[src/hdl/spi_rtc_register_port_core_assert.svh]
// Assertion macros for the SPI RTC register port.
// Each macro expects clk_i and rst_ni in the scope where it is used.
`ifndef SPI_RTC_REGISTER_PORT_CORE_ASSERT_SVH
`define SPI_RTC_REGISTER_PORT_CORE_ASSERT_SVH

// Check a consequent in the same cycle as its antecedent.
`define SRTC_ASSERT_NOW(lbl, ante, cons, msg) \
  lbl: assert property (@(posedge clk_i) disable iff (!rst_ni) (ante) |-> (cons)) \
    else $error(msg);

// Check a consequent in the cycle after its antecedent.
`define SRTC_ASSERT_NEXT(lbl, ante, cons, msg) \
  lbl: assert property (@(posedge clk_i) disable iff (!rst_ni) (ante) |=> (cons)) \
    else $error(msg);

`endif

[src/hdl/srtc_pkg.sv]
// Shared types, constants and the BCD helper for the SPI RTC register port.
// No dependencies.
`timescale 1ns / 1ps

package srtc_pkg;

  // Operation codes of an input item
  localparam logic [1:0] OP_DESELECT = 2'd0;
  localparam logic [1:0] OP_SELECT   = 2'd1;
  localparam logic [1:0] OP_TRANSFER = 2'd2;

  // Register map
  localparam logic [4:0] CONTROL_REG = 5'h0F;
  localparam int unsigned WP_BIT     = 6;
  localparam int unsigned RF_DEPTH   = 32;
  localparam int unsigned URAM_DEPTH = 96;
  localparam logic [7:0] IDLE_BYTE   = 8'hFF;
  localparam logic [7:0] YEAR_BASE   = 8'd100;

  // Time registers at the bottom of the register file
  localparam logic [2:0] REG_SECONDS = 3'd0;
  localparam logic [2:0] REG_MINUTES = 3'd1;
  localparam logic [2:0] REG_HOURS   = 3'd2;
  localparam logic [2:0] REG_WEEKDAY = 3'd3;
  localparam logic [2:0] REG_DAY     = 3'd4;
  localparam logic [2:0] REG_MONTH   = 3'd5;
  localparam logic [2:0] REG_YEAR    = 3'd6;

  typedef struct packed {
    logic [5:0] seconds;
    logic [5:0] minutes;
    logic [4:0] hours;
    logic [2:0] weekday;
    logic [4:0] day;
    logic [3:0] month;
    logic [7:0] year;
  } tod_t;

  typedef struct packed {
    logic       en;
    logic [6:0] addr;
    logic [7:0] data;
  } wr_cmd_t;

  // Byte to BCD, tens digit kept to four bits; divide by ten via 205/2048
  function automatic logic [7:0] bcd8(logic [7:0] v);
    logic [15:0] prod;
    logic [4:0]  tens;
    logic [7:0]  ones;
    prod = 16'(v) * 16'd205;
    tens = prod[15:11];
    ones = v - 8'(8'(tens) * 8'd10);
    return {tens[3:0], ones[3:0]};
  endfunction

endpackage

[src/hdl/srtc_in_if.sv]
// Input channel of the SPI RTC register port: handshake plus one bus item.
// No dependencies.
`timescale 1ns / 1ps

interface srtc_in_if;
  logic       valid;
  logic       ready;
  logic [1:0] operation;
  logic [7:0] data_in;
  logic [5:0] time_seconds;
  logic [5:0] time_minutes;
  logic [4:0] time_hours;
  logic [2:0] time_weekday;
  logic [4:0] time_day;
  logic [3:0] time_month;
  logic [7:0] time_year;

  modport source (
    output valid, operation, data_in, time_seconds, time_minutes, time_hours,
           time_weekday, time_day, time_month, time_year,
    input  ready
  );

  modport sink (
    input  valid, operation, data_in, time_seconds, time_minutes, time_hours,
           time_weekday, time_day, time_month, time_year,
    output ready
  );
endinterface

[src/hdl/srtc_out_if.sv]
// Output channel of the SPI RTC register port: handshake plus one result byte.
// No dependencies.
`timescale 1ns / 1ps

interface srtc_out_if;
  logic       valid;
  logic       ready;
  logic [7:0] data_out;

  modport source (output valid, data_out, input ready);
  modport sink (input valid, data_out, output ready);
endinterface

[src/hdl/srtc_regs.sv]
// Register file and latched time, with the BCD read path for registers 0 to 6.
// Depends on srtc_pkg.
`timescale 1ns / 1ps

module srtc_regs import srtc_pkg::*; (
  input  logic       clk_i,
  input  logic       rst_ni,
  input  wr_cmd_t    wr_i,
  input  logic       latch_i,
  input  tod_t       tod_i,
  input  logic [4:0] rd_addr_i,
  output logic [7:0] rd_byte_o,
  output logic       wp_o
);

  logic [7:0] rf_q [RF_DEPTH];
  tod_t       tod_q;
  logic       is_time;
  logic [7:0] tval;

  // Write the register file; stores start at zero
  always_ff @(posedge clk_i or negedge rst_ni) begin
    if (!rst_ni) begin
      for (int i = 0; i < RF_DEPTH; i++) rf_q[i] <= '0;
    end else if (wr_i.en) begin
      rf_q[wr_i.addr[4:0]] <= wr_i.data;
    end
  end

  // Latch host time on select
  always_ff @(posedge clk_i or negedge rst_ni) begin
    if (!rst_ni) begin
      tod_q <= '0;
    end else if (latch_i) begin
      tod_q <= tod_i;
    end
  end

  // Pick the time field, then convert once
  always_comb begin
    unique case (rd_addr_i[2:0])
      REG_SECONDS: tval = {2'b00, tod_q.seconds};
      REG_MINUTES: tval = {2'b00, tod_q.minutes};
      REG_HOURS:   tval = {3'b000, tod_q.hours};
      REG_WEEKDAY: tval = {5'b00000, tod_q.weekday};
      REG_DAY:     tval = {3'b000, tod_q.day};
      REG_MONTH:   tval = {4'b0000, tod_q.month} + 8'd1;
      REG_YEAR:    tval = tod_q.year - YEAR_BASE;
      default:     tval = '0;
    endcase
  end

  assign is_time   = (rd_addr_i[4:3] == 2'b00) && (rd_addr_i[2:0] != 3'd7);
  assign rd_byte_o = is_time ? bcd8(tval) : rf_q[rd_addr_i];
  assign wp_o      = rf_q[CONTROL_REG][WP_BIT];

endmodule

[src/hdl/srtc_uram.sv]
// 96-byte battery RAM with registered read and per-entry valid bits.
// Depends on srtc_pkg.
`timescale 1ns / 1ps

module srtc_uram import srtc_pkg::*; (
  input  logic       clk_i,
  input  logic       rst_ni,
  input  wr_cmd_t    wr_i,
  input  logic       rd_en_i,
  input  logic [6:0] rd_addr_i,
  output logic [7:0] rd_data_o
);

  logic [7:0]            mem [URAM_DEPTH];
  logic [URAM_DEPTH-1:0] valid_q;
  logic [7:0]            rd_data_q;

  // Mark entries written since reset
  always_ff @(posedge clk_i or negedge rst_ni) begin
    if (!rst_ni) begin
      valid_q <= '0;
    end else if (wr_i.en) begin
      valid_q[wr_i.addr] <= 1'b1;
    end
  end

  // Write and read ports; unwritten entries read as zero
  always_ff @(posedge clk_i) begin
    if (wr_i.en) begin
      mem[wr_i.addr] <= wr_i.data;
    end
    if (rd_en_i) begin
      rd_data_q <= valid_q[rd_addr_i] ? mem[rd_addr_i] : 8'h00;
    end
  end

  assign rd_data_o = rd_data_q;

endmodule

[src/hdl/spi_rtc_register_port_core.sv]
// Top level of the SPI RTC register port: bus sequencing, result stage, output.
// Depends on srtc_pkg, srtc_in_if, srtc_out_if, srtc_regs and srtc_uram.
`timescale 1ns / 1ps
//
// Channel  Dir  Modport  Payload
// in_i     in   sink     operation, data_in, time_* fields
// out_o    out  source   data_out
//
// Each accepted item yields one result byte; one item per cycle unless the output
// stalls. State, register file and RAM update at the accept edge; the RAM read
// is registered there and enters the output register when the result stage moves.
// Reset clears control state; RAM entries read zero until written (valid bits).
// A stalled output holds the result stage, which then holds off in_i.ready.

`include "spi_rtc_register_port_core_assert.svh"

module spi_rtc_register_port_core import srtc_pkg::*; (
  input  logic       clk_i,
  input  logic       rst_ni,
  srtc_in_if.sink    in_i,
  srtc_out_if.source out_o
);

  logic       phase_q;
  logic [7:0] addr_q;
  logic       s1_valid_q;
  logic       s1_ram_q;
  logic [7:0] s1_byte_q;
  logic       out_valid_q;
  logic [7:0] out_data_q;

  logic       in_acc;
  logic       s1_adv;
  logic       is_xfer;
  logic       is_data;
  logic       writable;
  logic       is_ram;
  logic       wp;
  logic       ram_rd_en;
  logic [6:0] a7;
  logic [6:0] ram_idx;
  logic [7:0] reg_byte;
  logic [7:0] ram_byte;
  logic [7:0] s1_byte_d;
  wr_cmd_t    rf_wr;
  wr_cmd_t    ram_wr;
  tod_t       tod;

  // Handshake: the result stage moves when the output slot frees up
  assign s1_adv     = !out_valid_q || out_o.ready;
  assign in_i.ready = !s1_valid_q || s1_adv;
  assign in_acc     = in_i.valid && in_i.ready;

  // Decode the transfer against the current address
  assign is_xfer  = in_i.operation == OP_TRANSFER;
  assign is_data  = is_xfer && phase_q;
  assign a7       = addr_q[6:0];
  assign is_ram   = a7[6:5] != 2'b00;
  assign ram_idx  = a7 - 7'h20;
  assign writable = addr_q[7] && ((addr_q[4:0] == CONTROL_REG) || !wp);

  assign rf_wr     = '{en: in_acc && is_data && writable && !is_ram,
                       addr: a7, data: in_i.data_in};
  assign ram_wr    = '{en: in_acc && is_data && writable && is_ram,
                       addr: ram_idx, data: in_i.data_in};
  assign ram_rd_en = in_acc && is_data && !writable && is_ram;

  assign tod = '{seconds: in_i.time_seconds, minutes: in_i.time_minutes,
                 hours: in_i.time_hours, weekday: in_i.time_weekday,
                 day: in_i.time_day, month: in_i.time_month, year: in_i.time_year};

  srtc_regs u_regs (
    .clk_i     (clk_i),
    .rst_ni    (rst_ni),
    .wr_i      (rf_wr),
    .latch_i   (in_acc && (in_i.operation == OP_SELECT)),
    .tod_i     (tod),
    .rd_addr_i (a7[4:0]),
    .rd_byte_o (reg_byte),
    .wp_o      (wp)
  );

  srtc_uram u_uram (
    .clk_i     (clk_i),
    .rst_ni    (rst_ni),
    .wr_i      (ram_wr),
    .rd_en_i   (ram_rd_en),
    .rd_addr_i (ram_idx),
    .rd_data_o (ram_byte)
  );

  // Result byte for everything but a RAM read
  assign s1_byte_d = (is_data && !writable) ? reg_byte : IDLE_BYTE;

  // Advance address phase and address
  always_ff @(posedge clk_i or negedge rst_ni) begin
    if (!rst_ni) begin
      phase_q <= 1'b0;
      addr_q  <= '0;
    end else if (in_acc) begin
      priority if (in_i.operation == OP_DESELECT || in_i.operation == OP_SELECT) begin
        phase_q <= 1'b0;
      end else if (is_xfer && !phase_q) begin
        phase_q <= 1'b1;
        addr_q  <= in_i.data_in;
      end else if (is_data) begin
        addr_q  <= addr_q + 8'd1;
      end else begin
        // Hold on the unused operation code
        phase_q <= phase_q;
      end
    end
  end

  // Result stage: hold while full and the output is stalled
  always_ff @(posedge clk_i or negedge rst_ni) begin
    if (!rst_ni) begin
      s1_valid_q <= 1'b0;
      s1_ram_q   <= 1'b0;
    end else if (in_i.ready) begin
      s1_valid_q <= in_i.valid;
      s1_ram_q   <= ram_rd_en;
    end
  end

  always_ff @(posedge clk_i) begin
    if (in_acc) begin
      s1_byte_q <= s1_byte_d;
    end
  end

  // Output register: merge the RAM read data
  always_ff @(posedge clk_i or negedge rst_ni) begin
    if (!rst_ni) begin
      out_valid_q <= 1'b0;
    end else if (s1_adv) begin
      out_valid_q <= s1_valid_q;
    end
  end

  always_ff @(posedge clk_i) begin
    if (s1_adv && s1_valid_q) begin
      out_data_q <= s1_ram_q ? ram_byte : s1_byte_q;
    end
  end

  assign out_o.valid    = out_valid_q;
  assign out_o.data_out = out_data_q;

  `SRTC_ASSERT_NEXT(a_ram_tag, ram_rd_en, s1_valid_q && s1_ram_q, "RAM read lost its tag")
  `SRTC_ASSERT_NEXT(a_addr_inc, in_acc && is_data, addr_q == 8'($past(addr_q) + 8'd1),
                    "address did not advance after a data transfer")
  `SRTC_ASSERT_NEXT(a_ctrl_idle, in_acc && !is_xfer, !s1_ram_q && (s1_byte_q == IDLE_BYTE),
                    "non-transfer item produced a data byte")
  `SRTC_ASSERT_NOW(a_ready_full, !in_i.ready, s1_valid_q && out_valid_q,
                   "input stalled with a free result stage")

endmodule

[src/flat_wrapper.sv]
// flat-port wrapper written by rule: the top's interface ports become plain ports
module spi_rtc_register_port_core_flat import srtc_pkg::*;
  (clk_i, rst_ni, in_i_valid, in_i_operation, in_i_data_in, in_i_time_seconds, in_i_time_minutes, in_i_time_hours, in_i_time_weekday, in_i_time_day, in_i_time_month, in_i_time_year, in_i_ready, out_o_valid, out_o_data_out, out_o_ready);
  srtc_in_if in_i_i ();
  srtc_out_if out_o_i ();
  input  logic clk_i;
  input  logic rst_ni;
  input wire logic [$bits(in_i_i.valid)-1:0] in_i_valid;
  input wire logic [$bits(in_i_i.operation)-1:0] in_i_operation;
  input wire logic [$bits(in_i_i.data_in)-1:0] in_i_data_in;
  input wire logic [$bits(in_i_i.time_seconds)-1:0] in_i_time_seconds;
  input wire logic [$bits(in_i_i.time_minutes)-1:0] in_i_time_minutes;
  input wire logic [$bits(in_i_i.time_hours)-1:0] in_i_time_hours;
  input wire logic [$bits(in_i_i.time_weekday)-1:0] in_i_time_weekday;
  input wire logic [$bits(in_i_i.time_day)-1:0] in_i_time_day;
  input wire logic [$bits(in_i_i.time_month)-1:0] in_i_time_month;
  input wire logic [$bits(in_i_i.time_year)-1:0] in_i_time_year;
  output wire logic [$bits(in_i_i.ready)-1:0] in_i_ready;
  output wire logic [$bits(out_o_i.valid)-1:0] out_o_valid;
  output wire logic [$bits(out_o_i.data_out)-1:0] out_o_data_out;
  input wire logic [$bits(out_o_i.ready)-1:0] out_o_ready;
  assign in_i_i.valid = in_i_valid;
  assign in_i_i.operation = in_i_operation;
  assign in_i_i.data_in = in_i_data_in;
  assign in_i_i.time_seconds = in_i_time_seconds;
  assign in_i_i.time_minutes = in_i_time_minutes;
  assign in_i_i.time_hours = in_i_time_hours;
  assign in_i_i.time_weekday = in_i_time_weekday;
  assign in_i_i.time_day = in_i_time_day;
  assign in_i_i.time_month = in_i_time_month;
  assign in_i_i.time_year = in_i_time_year;
  assign in_i_ready = in_i_i.ready;
  assign out_o_valid = out_o_i.valid;
  assign out_o_data_out = out_o_i.data_out;
  assign out_o_i.ready = out_o_ready;
  spi_rtc_register_port_core u_core (.clk_i(clk_i), .rst_ni(rst_ni), .in_i(in_i_i), .out_o(out_o_i));
endmodule
[config.mk]
export PLATFORM = sky130hd
export DESIGN_NAME = spi_rtc_register_port_core_flat
export DESIGN_NICKNAME = d
export VERILOG_FILES = /design/src/hdl/srtc_pkg.sv /design/src/hdl/srtc_in_if.sv /design/src/hdl/srtc_out_if.sv /design/src/hdl/srtc_regs.sv /design/src/hdl/srtc_uram.sv /design/src/hdl/spi_rtc_register_port_core.sv /design/src/flat_wrapper.sv
export VERILOG_INCLUDE_DIRS = /design/src /design/src/hdl
export SDC_FILE = /design/constraint.sdc
export NUM_CORES = 2
export LEC_CHECK = 0
export ABC_CLOCK_PERIOD_IN_PS = 19500
export BUFFER_PORTS_ARGS = -buffer_cell sky130_fd_sc_hd__buf_2
export CAP_MARGIN = 20
export CORE_UTILIZATION = 35
export CTS_CLUSTER_SIZE = 12
export DETAILED_ROUTE_END_ITERATION = 8
export GPL_TIMING_DRIVEN = 0
export PLACE_DENSITY = 0.5
export SETUP_SLACK_MARGIN = 0.2
export SKIP_CTS_REPAIR_TIMING = 1
export SYNTH_ARGS = -nofsm -noshare
export SYNTH_HDL_FRONTEND = slang
export SYNTH_HIERARCHICAL = 1
export SYNTH_SLANG_ARGS = --single-unit
[constraint.sdc]
create_clock -name clk_i -period 19.5 [get_ports clk_i]
set_input_delay 2.925 -clock clk_i [delete_from_list [all_inputs] [get_ports clk_i]]
set_output_delay 2.925 -clock clk_i [all_outputs]
set_load 0.02 [all_outputs]
==> key figures <==
Timing
  – Final worst-path cycle share: 0.495
  – Setup TNS: 0 ns
  – RSZ-0062 raised after global routing: no
  – Max transition margin: 0.223
  – Worst Skew: 0.0236 ns
  – Final Hold Fails: 0
  – Worst-margin pin slew: 1.16 ns
  – Max Slew Vio Count: 0
  – Fin crit period: 9.65 ns
  – Fmax: 104 MHz
  – Setup violators final: 0

Power
  – Tot Pwr: 7.07 mW
  – Lkg Pwr: 21.1 nW
  – Pwr/cell area: 127 nW/um^2
  – VDD IR-drop max: 0.116 mV

Die
  – IO Count: 61
  – Full die area: 140000 sq um
  – FP Rows: 136
  – Core area: 137000 sq um
  – Die width: 374 um
  – Die Height: 374 um
  – Initial Utilization: 0.353

Placement
  – I/O Buffers: 60
  – DP Area: 51400 sq um
  – RD Place Congestion: 0.896
  – Placed Cells: 4528
  – Dpl hpwl: 91100 um

Critical path
  – Worst-path maximum fanout: 14
  – CP Launch Type: flop
  – Element type at the critical path end: flop
  – Reg2Reg Setup Slack: 9.85 ns
  – Worst endpoint required time: 19.98 ns
  – Crit Path Category: flop to flop
  – Worst EP arrival: 10.12 ns
  – R2R depth: 25
  – FF-to-FF End: u_core/s1_byte_q[3]
  – Reg-to-Reg Start: u_core/addr_q[1]

Layout
  – Area grow syn2layout: 14.7%
  – Most frequent cells in the layout: edfxtp_1, dfrtp_1, mux2_2
  – Fillcell total: 12200
  – Sequential Area: 32800 sq um
  – Most common cell after layout, fill and taps aside: edfxtp_1
  – Multi-input gate area: 14500 sq um
  – Nets: 2989
  – Post-route cell area: 55600 sq um
  – Layout cells sized above 1: 0.328
  – Non-Filler Instances: 4783

Route
  – Vias per cell: 5.40
  – DR iter-0 viols: 2028
  – First-pass DRT Iterations: 5
  – WL final: 134000 um
  – Via Count: 25800
  – ANT nets after route: 0
  – Per-cell routed wire length: 28.1 um
  – Residual DRC count: 0

Clock network
  – Clock Path Buffers: 3
  – Max H-tree Level: 4
  – Reg clk slew, reported paths: 0.06 ns
  – Root Buffer: clkbuf_16
  – CTS tree: built
  – TritonCTS buffer count: 130
  – Worst-Skew Late Latency: 0.75 ns
  – TritonCTS Sinks: 1151

GRT
  – Largest net degree at the start of global routing: 116
  – Antenna violations before repair: 3
  – Grt total ovfl: 0
  – Vias in the first global route: 26900
  – Global router's overall resource usage: 0.194
  – First-pass GRT wire length: 194000 um

Synthesis
  – Synthesized instance count: 2657
  – Register area share after synthesis: 0.677
  – Mean post-synth cell area: 18.2 sq um
  – Synth Net Count: 2764
  – Main flop type after synthesis: edfxtp_1
  – Post-synth EDFFs: 792
  – Synth warnings: 6
  – Distinct cells, synth: 73
  – Ys async rst share: 0.312
  – Mapped cell area: 48400 sq um
  – Register bit total from synthesis: 1151

Hold path
  – Worst hold-check path type: flop to flop
  – Hold endpoint: u_core/u_uram/valid_q[72]
  – Hold Path Stages: 1
  – HP Start: u_core/u_uram/valid_q[72]

Status
  – Status: finished clean

Run
  – Max Cap Viol: 0
-- power by group --
part / internal, mW / total [mW] / leakage (nW) / switching, mW
combinational: 0.793 / 2.04 / 7.17 / 1.25
sequential: 2.66 / 2.72 / 12.0 / 0.0561
clock: 1.34 / 2.31 / 1.96 / 0.972
-- per-stage QoR --
step,utilization,hold WS (ns),setup slack [ns]
after floorplan,-,0.430,12.59
after global placement,0.371,0.442,8.55
after detailed placement,0.374,0.446,9.85
after CTS,0.404,0.461,9.81
after global routing,0.405,0.470,9.50
final,0.405,0.459,9.85
-- metal layers --
layer	track usage	up-vias	share of wire	routed length, um
met5	0	-	0	0
met4	0.0635	0	0.028	3800
met3	0.0459	205	0.065	8690
met2	0.305	867	0.47	63700
met1	0.263	13900	0.43	58200
li1	-	10900	-	-
-- registers in the layout, summed over array words and instances (netlist names) --
signal                   cells
u_core/addr_q                8
u_core/out_o.data_out        8
u_core/out_o.valid           1
u_core/phase_q               1
u_core/s1_byte_q             8
u_core/s1_ram_q              1
u_core/s1_valid_q            1
u_core/u_regs/rf_q         213
u_core/u_regs/tod_q         37
u_core/u_regs/wp_o           1
u_core/u_uram/mem          768
u_core/u_uram/rd_data_o      8
u_core/u_uram/valid_q       96
-- critical path, cell delays in order, from the launching register on --
cell	delay (ns)
dfrtp_1	1.09
buf_2	0.40
buf_2	0.37
clkbuf_1	0.76
clkbuf_1	0.81
a21oi_1	0.17
o21ai_0	0.71
ha_1	0.42
fa_1	0.52
inv_1	0.05
fa_1	0.48
fa_1	0.55
inv_1	0.04
ha_1	0.30
nand4_1	0.11
o21ai_0	0.09
a31oi_1	0.39
o21ai_1	0.16
xnor2_1	0.34
ha_1	0.22
inv_1	0.05
fa_1	0.37
xor2_1	0.18
xnor3_1	0.28
a221o_1	0.33
nand2b_1	0.15
-- worst max path at each step --
stage,start,endpoint,cells after the start
5_1_grt,u_core/addr_q[1],u_core/s1_byte_q[3],25
3_5_place_dp,u_core/addr_q[1],u_core/s1_byte_q[3],25
3_3_place_gp,rst_ni,u_core/u_uram/valid_q[78],1
2_1_floorplan,u_core/addr_q[0],u_core/s1_byte_q[3],26
6_report,u_core/addr_q[1],u_core/s1_byte_q[3],25
4_1_cts,u_core/addr_q[1],u_core/s1_byte_q[3],25
-- Yosys cell counts (all sizes together) (8+ instances only) --
master / n / share of area
clkbuf: 56 / 0.0044
a221oi: 20 / 0.0036
nand3b: 14 / 0.0022
a22oi: 38 / 0.0061
a31oi: 11 / 0.0014
nor3b: 8 / 0.0013
nor2: 134 / 0.010
mux2: 261 / 0.061
fa: 12 / 0.0050
a21oi: 39 / 0.0041
xnor2: 10 / 0.0018
nand2: 58 / 0.0045
o21ai: 22 / 0.0023
dfrtp: 359 / 0.19
mux4: 265 / 0.12
buf: 89 / 0.015
nand3: 26 / 0.0027
edfxtp: 792 / 0.49
mux2i: 134 / 0.028
or2: 100 / 0.013
inv: 54 / 0.0042
nor2b: 11 / 0.0014
ha: 44 / 0.011
nand2b: 22 / 0.0028
-- final cells by class --
| type | instances | area share |
|---|---|---|
| flip-flops and latches | 1151 | 0.590 |
| multi-input cells | 1307 | 0.262 |
| clock buffers | 198 | 0.0665 |
| well taps | 1794 | 0.0404 |
| plain buffers | 145 | 0.0168 |
| repair buffers | 93 | 0.0153 |
| clock inverters | 40 | 0.00586 |
| inverters | 54 | 0.00365 |
| diodes | 1 | 0.0000450 |
-- cells by family after synthesis --
logic type	count (synthesis)	share of synthesized area
AO/OA/AOI/OAI	166	0.0244
XOR/XNOR	16	0.00333
adder cells (fa/ha/maj)	56	0.0163
AND/OR/NAND/NOR	409	0.0435
multiplexers	660	0.212
buffers and inverters	199	0.0235
flip-flops	1151	0.677
(Power assumes the default switching activity.)
